File: src/hdl/isort_pkg.sv
`default_nettype none
// ----------------------------------------------------------------------------
// isort_pkg
// Shared types and defaults for the insertion sorter and its cell chain.
// ----------------------------------------------------------------------------
package isort_pkg;

  // default configuration
  localparam int unsigned CAPACITY_DEF   = 32;
  localparam int unsigned DATA_WIDTH_DEF = 16;

  // per-cycle command broadcast to every cell
  typedef struct packed {
    logic insert;  // place the incoming value in the sorted row
    logic shift;   // move the row one place towards cell 0
  } cell_ctrl_t;

endpackage

`default_nettype wire

File: src/hdl/isort_cell.sv
`default_nettype none
// ----------------------------------------------------------------------------
// isort_cell
// One element of the sorted row: compares itself with the incoming value and
// takes its left neighbour, the new value or its right neighbour.
// ----------------------------------------------------------------------------
module isort_cell #(
  parameter int unsigned DATA_WIDTH = isort_pkg::DATA_WIDTH_DEF
) (
  input  wire logic                         clk,
  input  wire logic                         rst,
  input  wire isort_pkg::cell_ctrl_t        ctrl,
  input  wire logic signed [DATA_WIDTH-1:0] new_value,
  input  wire logic signed [DATA_WIDTH-1:0] left_data,
  input  wire logic                         left_valid,
  input  wire logic                         left_gt,
  input  wire logic signed [DATA_WIDTH-1:0] right_data,
  input  wire logic                         right_valid,
  output logic signed [DATA_WIDTH-1:0]      data,
  output logic                              valid,
  output logic                              gt
);

  // an empty cell counts as larger than anything
  assign gt = !valid || (data > new_value);

  // update only where the new value or the shifted row lands
  always_ff @(posedge clk) begin
    if (rst) begin
      valid <= 1'b0;
    end else if (ctrl.shift) begin
      data  <= right_data;
      valid <= right_valid;
    end else if (ctrl.insert && gt && left_valid) begin
      data  <= left_gt ? left_data : new_value;
      valid <= 1'b1;
    end
  end

endmodule

`default_nettype wire

File: src/hdl/insertion_sorter_unit.sv
`default_nettype none
// ----------------------------------------------------------------------------
// insertion_sorter_unit
// Stable insertion sorter built from a row of compare-and-shift cells.
// ----------------------------------------------------------------------------
// Values enter one beat per cycle while no batch drains; every cell compares
// against the incoming value in parallel, so an insert does not depend on the
// fill level. A beat with tlast closes the batch: that value is inserted
// unless the row is full, then the row is drained from cell 0, one result beat
// per cycle while m_tready is high, the last result carrying tlast. No input is
// taken while the batch drains, so the next batch waits for the last result;
// at most CAPACITY values are stored.
// Values arriving while all CAPACITY cells are full are dropped and every
// result of that batch carries the overflow flag in m_tuser.
module insertion_sorter_unit #(
  parameter int unsigned CAPACITY   = isort_pkg::CAPACITY_DEF,
  parameter int unsigned DATA_WIDTH = isort_pkg::DATA_WIDTH_DEF
) (
  input  wire logic                                 clk,
  input  wire logic                                 rst,
  input  wire logic                                 s_tvalid,
  output logic                                      s_tready,
  input  wire logic [((DATA_WIDTH + 7) / 8) * 8-1:0] s_tdata,  // value
  input  wire logic                                 s_tlast,  // batch_end
  output logic                                      m_tvalid,
  input  wire logic                                 m_tready,
  output logic [((DATA_WIDTH + 7) / 8) * 8-1:0]     m_tdata,  // sorted_value
  output logic                                      m_tlast,  // final_res
  output logic                                      m_tuser   // overflow
);

  logic signed [DATA_WIDTH-1:0] cell_data  [CAPACITY];
  logic                         cell_valid [CAPACITY];
  logic                         cell_gt    [CAPACITY];
  logic signed [DATA_WIDTH-1:0] new_value;
  isort_pkg::cell_ctrl_t        ctrl;
  logic                         draining;
  logic                         dropped;
  logic                         in_beat;
  logic                         out_beat;
  logic                         full;

  assign new_value = s_tdata[DATA_WIDTH-1:0];
  assign full      = cell_valid[CAPACITY-1];
  assign s_tready  = !draining;
  assign in_beat   = s_tvalid && s_tready;
  assign m_tvalid  = draining && cell_valid[0];
  assign out_beat  = m_tvalid && m_tready;

  assign ctrl.insert = in_beat && !full;
  assign ctrl.shift  = out_beat;

  // row of cells, neighbours wired left and right
  for (genvar i = 0; i < CAPACITY; i++) begin : g_cell
    logic signed [DATA_WIDTH-1:0] l_data;
    logic                         l_valid;
    logic                         l_gt;
    logic signed [DATA_WIDTH-1:0] r_data;
    logic                         r_valid;

    if (i == 0) begin : g_first
      assign l_data  = '0;
      assign l_valid = 1'b1;
      assign l_gt    = 1'b0;
    end else begin : g_inner_l
      assign l_data  = cell_data[i-1];
      assign l_valid = cell_valid[i-1];
      assign l_gt    = cell_gt[i-1];
    end

    if (i == CAPACITY - 1) begin : g_last
      assign r_data  = '0;
      assign r_valid = 1'b0;
    end else begin : g_inner_r
      assign r_data  = cell_data[i+1];
      assign r_valid = cell_valid[i+1];
    end

    isort_cell #(
      .DATA_WIDTH (DATA_WIDTH)
    ) u_cell (
      .clk         (clk),
      .rst         (rst),
      .ctrl        (ctrl),
      .new_value   (new_value),
      .left_data   (l_data),
      .left_valid  (l_valid),
      .left_gt     (l_gt),
      .right_data  (r_data),
      .right_valid (r_valid),
      .data        (cell_data[i]),
      .valid       (cell_valid[i]),
      .gt          (cell_gt[i])
    );
  end

  // batch control: drain after the closing beat, track dropped values
  always_ff @(posedge clk) begin
    if (rst) begin
      draining <= 1'b0;
      dropped  <= 1'b0;
    end else if (out_beat && m_tlast) begin
      draining <= 1'b0;
      dropped  <= 1'b0;
    end else if (in_beat) begin
      draining <= s_tlast;
      if (full) begin
        dropped <= 1'b1;
      end
    end
  end

  // result beat straight from the head of the row
  always_comb begin
    m_tdata                   = '0;
    m_tdata[DATA_WIDTH-1:0]   = cell_data[0];
  end

  if (CAPACITY > 1) begin : g_tlast
    assign m_tlast = !cell_valid[1];
  end else begin : g_tlast_one
    assign m_tlast = 1'b1;
  end

  assign m_tuser = dropped;

endmodule

`default_nettype wire
File: config.mk
export PLATFORM = sky130hd
export DESIGN_NAME = insertion_sorter_unit
export DESIGN_NICKNAME = d
export VERILOG_FILES = /design/src/hdl/isort_pkg.sv /design/src/hdl/isort_cell.sv /design/src/hdl/insertion_sorter_unit.sv
export SDC_FILE = /design/constraint.sdc
export NUM_CORES = 2
export LEC_CHECK = 0
export ABC_AREA = 1
export CORE_UTILIZATION = 66
export DETAILED_ROUTE_END_ITERATION = 6
export DONT_BUFFER_PORTS = 1
export PLACE_DENSITY_LB_ADDON = 0.12
export RECOVER_POWER = 25
export SLEW_MARGIN = 40
export SYNTH_ARGS = -nofsm -noshare
export SYNTH_HDL_FRONTEND = slang
export SYNTH_SLANG_ARGS = --single-unit
File: constraint.sdc
create_clock -name clk -period 5.75 [get_ports clk]
set_input_delay 1.15 -clock clk [delete_from_list [all_inputs] [get_ports clk]]
set_output_delay 1.15 -clock clk [all_outputs]
set_load 0.05 [all_outputs]
# Word-level counts from Yosys, hierarchy flattened

Index checks and enable logic that the tools add are counted.
Widths: inputs -> output; s select.

Flip-flop bits (word level): 546
Bits of input ports: 21
Word-level logic and storage cells: 455

Bitwise gates (word level): 1
Magnitude comparators: 32
Reductions and logical operators: 200
Muxes and demuxes: 156

Operator list:

| operator          | number |
|---|---|
| $mux 16           | 94 |
| $gt 16x16->1      | 32 |
| $logic_and 1x1->1 | 68 |
| $reduce_and 2->1  | 33 |
| $reduce_bool 2->1 | 32 |
| $mux 1            | 62 |
| $logic_not 1->1   | 33 |
| $logic_or 1x1->1  | 32 |
| $reduce_or 2->1   | 2 |
| $not 1->1         | 1 |

# Depth between registers and ports, before layout

Depth in word-level cells: 7
Depth in mapped cells: 19
Mapped depth without buffers: 19

# By module

Synthesis repeated with hierarchy kept, for this count alone.

Cells, all modules: 5,177
Area total of the unflattened synthesis: 42,927.4 um2

Modules (own cells, without submodules):

| module                             | cells each | area an instance (um2) | sequential area each (um2) | instances |
|---|---|---|---|---|
| isort_cell at g_cell[0].u_cell ... | 161        | 1,340.0                | 500.5                      | 25 |
| isort_cell at g_cell[4].u_cell ... | 161        | 1,325.0                | 500.5                      | 6 |
| isort_cell at g_cell[17].u_cell    | 164        | 1,351.3                | 500.5                      | 1 |
| insertion_sorter_unit              | 22         | 125.1                  | 40.0                       | 1 |

# Worst setup path before layout

No wires, ideal clock.

Path kind: input port to flip-flop
From: input port s_tdata[9]
To: register g_cell[0].u_cell.data[0], enable pin
Setup slack: 922 ps
Data required time: 5,356 ps
Stages on the path: 15
Setup time: 394 ps
Path buffers: 2
Arrival: 4,434 ps
Path through: inv_1 > clkbuf_1 > ha_1 > nand2_1 > inv_1 > o21ai_0 > a21oi_1 > nor2_1 > nand2_1 > nand2_1 > nand3_2 > nand2_2 > buf_4 > nand2_1 > a21oi_1

Cells in the longest elaborated chain, start to end: 5

Ends and longest elaborated chain:

| what                        | line                        | text |
|---|---|---|
| from (decl)                 | insertion_sorter_unit.sv:23 | `input wire logic [((DATA_WIDTH + 7) / 8) * 8-1:0] s_tdata,` |
| $gt 16x16->1                | isort_cell.sv:25            | `assign gt = !valid \|\| (data > new_value);` |
| $logic_or 1x1->1            | isort_cell.sv:25            |  |
| $logic_and 1x1->1           | isort_cell.sv:34            | `end else if (ctrl.insert && gt && left_valid) begin` |
| $reduce_bool 2->1 (no line) | -                           |  |
| $reduce_and 2->1 (no line)  | -                           |  |
| to (signal assigned)        | isort_cell.sv:32            | `data <= right_data;` |
| to (signal assigned)        | isort_cell.sv:35            | `data <= left_gt ? left_data : new_value;` |
| to (decl)                   | isort_cell.sv:19            | `output logic signed [DATA_WIDTH-1:0] data,` |

No other way between the ends.
A chain may end at the register's enable or synchronous reset.

# Worst setup path in the final report

From: input port s_tdata[1]
To: register g_cell[23].u_cell.data[9], enable pin

Cells in the longest elaborated chain, start to end: 6

Ends and longest elaborated chain:

| what                            | line |
|---|---|
| $gt 16x16->1                    | isort_cell.sv:25 |
| $logic_or 1x1->1                | isort_cell.sv:25 |
| $logic_and 1x1->1 (2 in series) | isort_cell.sv:34 |
| $reduce_bool 2->1 (no line)     | - |
| $reduce_and 2->1 (no line)      | - |
| to (signal assigned)            | isort_cell.sv:32 |
| to (signal assigned)            | isort_cell.sv:35 |
| to (decl)                       | isort_cell.sv:19 |

No other way between the ends.

==> summary.md <==
| Metric | Value |
|---|---|
| Endpoint required time on the critical path | 6050 ps |
| Sequential standard cell area | ~16000 sq um |
| Launch instance of the worst register-to-register path | g_cell[0].u_cell.valid |
| Worst setup path category | in -> reg |
| Core area | approximately 63000 sq um |
| CTS max path bufs | 3 |
| Startpoint of the most critical hold path | g_cell[31].u_cell.data[4] |
| Number of hold violations in the final report | 0 |
| Final max-slew violation count | 0 |
| Horizontal die dimension | about 260 microns |
| Die Span Y | ~260 microns |
| Number of standard-cell rows in the floorplan | 92 |
| Worst min-delay path class | reg -> reg |
| Via count of the first global-routing pass | around 36000 |
| CTS clock-pin slew for the worst setup and hold paths | approximately 60 ps |
| Final weighted congestion in routability-driven placement | slightly above 0.9 |
| CTS buffer count | 66 |
| GRT Total Usage | 35.7% |
| Arrival time at the worst endpoint | 4880 ps |
| Leakage power summed over all cells | around 22 nW |
| Critical Path Max Stage Delay | slightly below 800 ps |
| Die ar. | between 60000 and 70000 sq um |
| Worst rel slew slack | 9.88% |
| Portion of synthesized cell area occupied by the leading cell type | between 30 and 40% |
| Number of cells traversed by the worst register-to-register path | 9 |
| Global route total overflow | 0 |
| Most Frequent Cell on Critical Path | nand2_1 |
| Area of the multi-input gates | approximately 22000 sq um |
| Setup TNS | 0 ps |
| Unrepaired setup endpoints after global routing | no |
| Setup Viol. Count Final | 0 |
| Mean routed wirelength per cell | approximately 19 microns |
| List of most frequent post-synthesis cells | nand2_1 (1276), nand3_1 (1008), inv_1 (733), edfxtp_1 (512), ha_1 (496) |
| Number of cells produced by synthesis | around 5500 |
| Detailed-route vias per instance | 6.07 |
| Hold Buf Count CTS | 0 |
| Count of unresolved DRC violations after routing | 0 |
| Critical path buffer and inverter count | 3 |
| Count of boundary I/O pins | 41 |
| Sequential cell area fraction in the yosys report | 37.9% |
| Number of inserted diodes | 0 |
| Launching element type of the critical path | primary input |
| Num Clock Sinks | 546 |
| Largest clock skew in the final design | between 15 and 20 ps |
| Cell class contributing the biggest share of worst-path delay | simple AND/OR/NAND/NOR gates |
| Smallest hold slack | 534 ps |
| Hold Crit Depth | 2 |
| Fraction of layout cells with a size suffix above 1 | 4.62% |
| Nets | ~5900 |
| Clock latency on the worst-skew pair | slightly above 600 ps |
| Achievable clock frequency | 218 MHz |
| Tcrit/Tclk final | between 70% and 80% |
| HPWL Detailed | 84300 microns |
| Vias after detailed routing | 37800 |
| Slew at the pin closest to its max-slew limit | 1350 ps |
| Number of nets produced by synthesis | about 6000 |
| Async set-reset flop share out of synthesis | 0% |
| Place WS | ~1500 ps |
| Summed instance area of the synthesized netlist | about 42000 sq um |
| Post-synth EDFFs | slightly above 500 |
| Worst supply voltage drop on vdd | ~0.00022 V |
| Post-Synthesis Mean Instance Area | between 7 and 8 sq um |
| Antenna violations before repair | 0 |
| Leading cell types by total area after synthesis | edfxtp_1 (36%), ha_1 (15%), nand3_1 (12%) |
| Register-to-register setup slack | 1820 ps |
| Ys flop type | edfxtp_1 |
| Leading area contributor after synthesis | edfxtp_1 |
| Number of warnings printed during yosys synthesis | 0 |
| Post-synth cell types | 33 |
| Dominant cell by count in the synthesized netlist | nand2_1 |
| Number of nets with antenna violations after detailed routing | 0 |
| CP Cell Sequence | inv_1 > buf_12 > ha_1 > nand2_1 > nand2_1 > nand2_1 > nand2_1 > nand2_1 > nand2_1 > nand2_1 > nand2_1 > nand2_2 > nand3_1 > nand2_1 > nand2_1 > a21oi_1 > buf_4 |
| Worst-case setup margin in the final layout | between 1000 and 1500 ps |
| Number of fillers in the final layout | 5118 |
| Slowest CP cell | inv_1 |
| Number of maximum-capacitance constraint violations | 0 |
| Port-buffer cells | 0 |
| Total detailed-routing wirelength | 117000 microns |
| Terminus of the critical flop-to-flop path | g_cell[9].u_cell.valid |
| Root Driver | clkbuf_16 |
| Post-layout min period | 4580 ps |
| Worst-path maximum fanout | 38 |
| Endpoint kind of the worst setup timing path | flip-flop |
| CTS tree | built |
| CTS H-tree depth | 3 |
| Post-route core utilization | around 70% |
| Initial core utilization | roughly two thirds |
| Pwr per Cell Area | ~220 nW/um^2 |
| Post-CTS Setup Bufs | 0 |
| Area added between synthesis and finish | 5.22% |
| Post-cts sizing count | 0 |
| First DRT Iteration DRCs | about 4100 |
| Sink of the worst hold path | g_cell[30].u_cell.data[4] |
| Global-route wire length before repair | 189000 microns |
| Flops & latches, synth | about 550 |
| Largest net degree at the start of global routing | around 180 |
| Detailed-router iteration count before antenna repair | 7 |
| Status | completed |
[per-layer routing]
| metal | vias up | wire length [microns] | global-route usage, % | share of wire [%] |
|---|---|---|---|---|
| li1 | 18200 | - | - | - |
| met1 | 17600 | 48900 | 48.6 | 42 |
| met2 | 1714 | 55000 | 58.7 | 47 |
| met3 | 282 | 9520 | 4.64 | 8.1 |
| met4 | 0 | 3600 | 12.2 | 3.1 |
| met5 | - | 0 | 0 | 0 |
[area by class of cell]
cell class / instances / share of cell area [%]
tap: 846 / 2.37
clock inverter: 18 / 0.177
sequential: 546 / 36.0
multi-input combinational: 3908 / 49.1
clock buffer: 97 / 4.32
inverter: 734 / 6.19
timing repair buffer: 82 / 1.79
[cell usage in the layout (no fill, tap or decap), types with 12 or more instances in the layout]
cell type | synthesis | layout
buf_12 | 1 | 15
inv_1 | 733 | 718
o21a_1 | 19 | 19
a21oi_1 | 269 | 269
nand3_4 | 15 | 12
clkbuf_1 | 135 | 22
o21ai_0 | 336 | 393
nand3_1 | 1008 | 1012
o21ai_1 | 167 | 110
clkbuf_16 | 0 | 71
nor2_1 | 191 | 191
nor4_2 | 16 | 14
nand2_2 | 37 | 23
o21bai_1 | 12 | 12
nand2_1 | 1276 | 1302
dfxtp_1 | 34 | 34
edfxtp_1 | 512 | 512
a21o_1 | 12 | 12
buf_4 | 27 | 66
clkinv_1 | 0 | 13
ha_1 | 496 | 496
[worst max-delay path by stage]
stage | start | end | slack, ps | cells after the start
after floorplan | s_tdata[9] | g_cell[0].u_cell.data[0] | 920 | 15
after global placement | s_tdata[9] | g_cell[0].u_cell.data[0] | 1480 | 15
after detailed placement | s_tdata[14] | g_cell[12].u_cell.data[11] | 1460 | 12
after CTS | s_tdata[14] | g_cell[12].u_cell.data[11] | 2070 | 12
after global routing | s_tdata[1] | g_cell[23].u_cell.data[7] | 890 | 17
final | s_tdata[1] | g_cell[23].u_cell.data[9] | 1170 | 17
[per-stage QoR]
| stage | power [mW] | cells | instance area [sq um] |
|---|---|---|---|
| 3_5_place_dp | 5.96 | 6115 | 42800 |
| 4_1_cts | 9.91 | 6230 | 44800 |
| 6_report | 9.90 | 6231 | 44600 |
| 2_1_floorplan | 5.62 | 5485 | 42400 |
| 3_3_place_gp | 5.91 | 6114 | 42700 |
| 5_1_grt | 10.2 | 6231 | 44600 |
[power breakdown]
group | switching [mW] | internal [mW] | total, mW
Sequential | 0.105 | 4.43 | 4.54
Clock | 1.70 | 2.31 | 4.00
Combinational | 0.935 | 0.425 | 1.36
[flip-flops by register name (all words and copies together), names as in the netlist]
name and cells:
g_cell.u_cell.valid 32, draining 1, m_tuser 1, g_cell.u_cell.data 512
[worst register-to-register path: cells and delay by family, from the launching register on]
| family | cells | cell delay [ps] |
|---|---|---|
| AO/OA/AOI/OAI | 1 | 150 |
| buffers and inverters | 5 | 2200 |
| AND/OR/NAND/NOR | 3 | 730 |
| flip-flops | 1 | 740 |
[logic make-up (layout without fill, tap and decap cells)]
group / count (synthesis) / in the layout / synth area share, %
adders and majority gates: 496 / 496 / 14.6
AOI/OAI and AO/OA: 818 / 818 / 9.94
buffers and inverters: 1031 / 931 / 9.97
DFF: 546 / 546 / 37.9
and+or+nand+nor: 2594 / 2594 / 27.6
No activity file was read; power rests on OpenSTA's default activity.
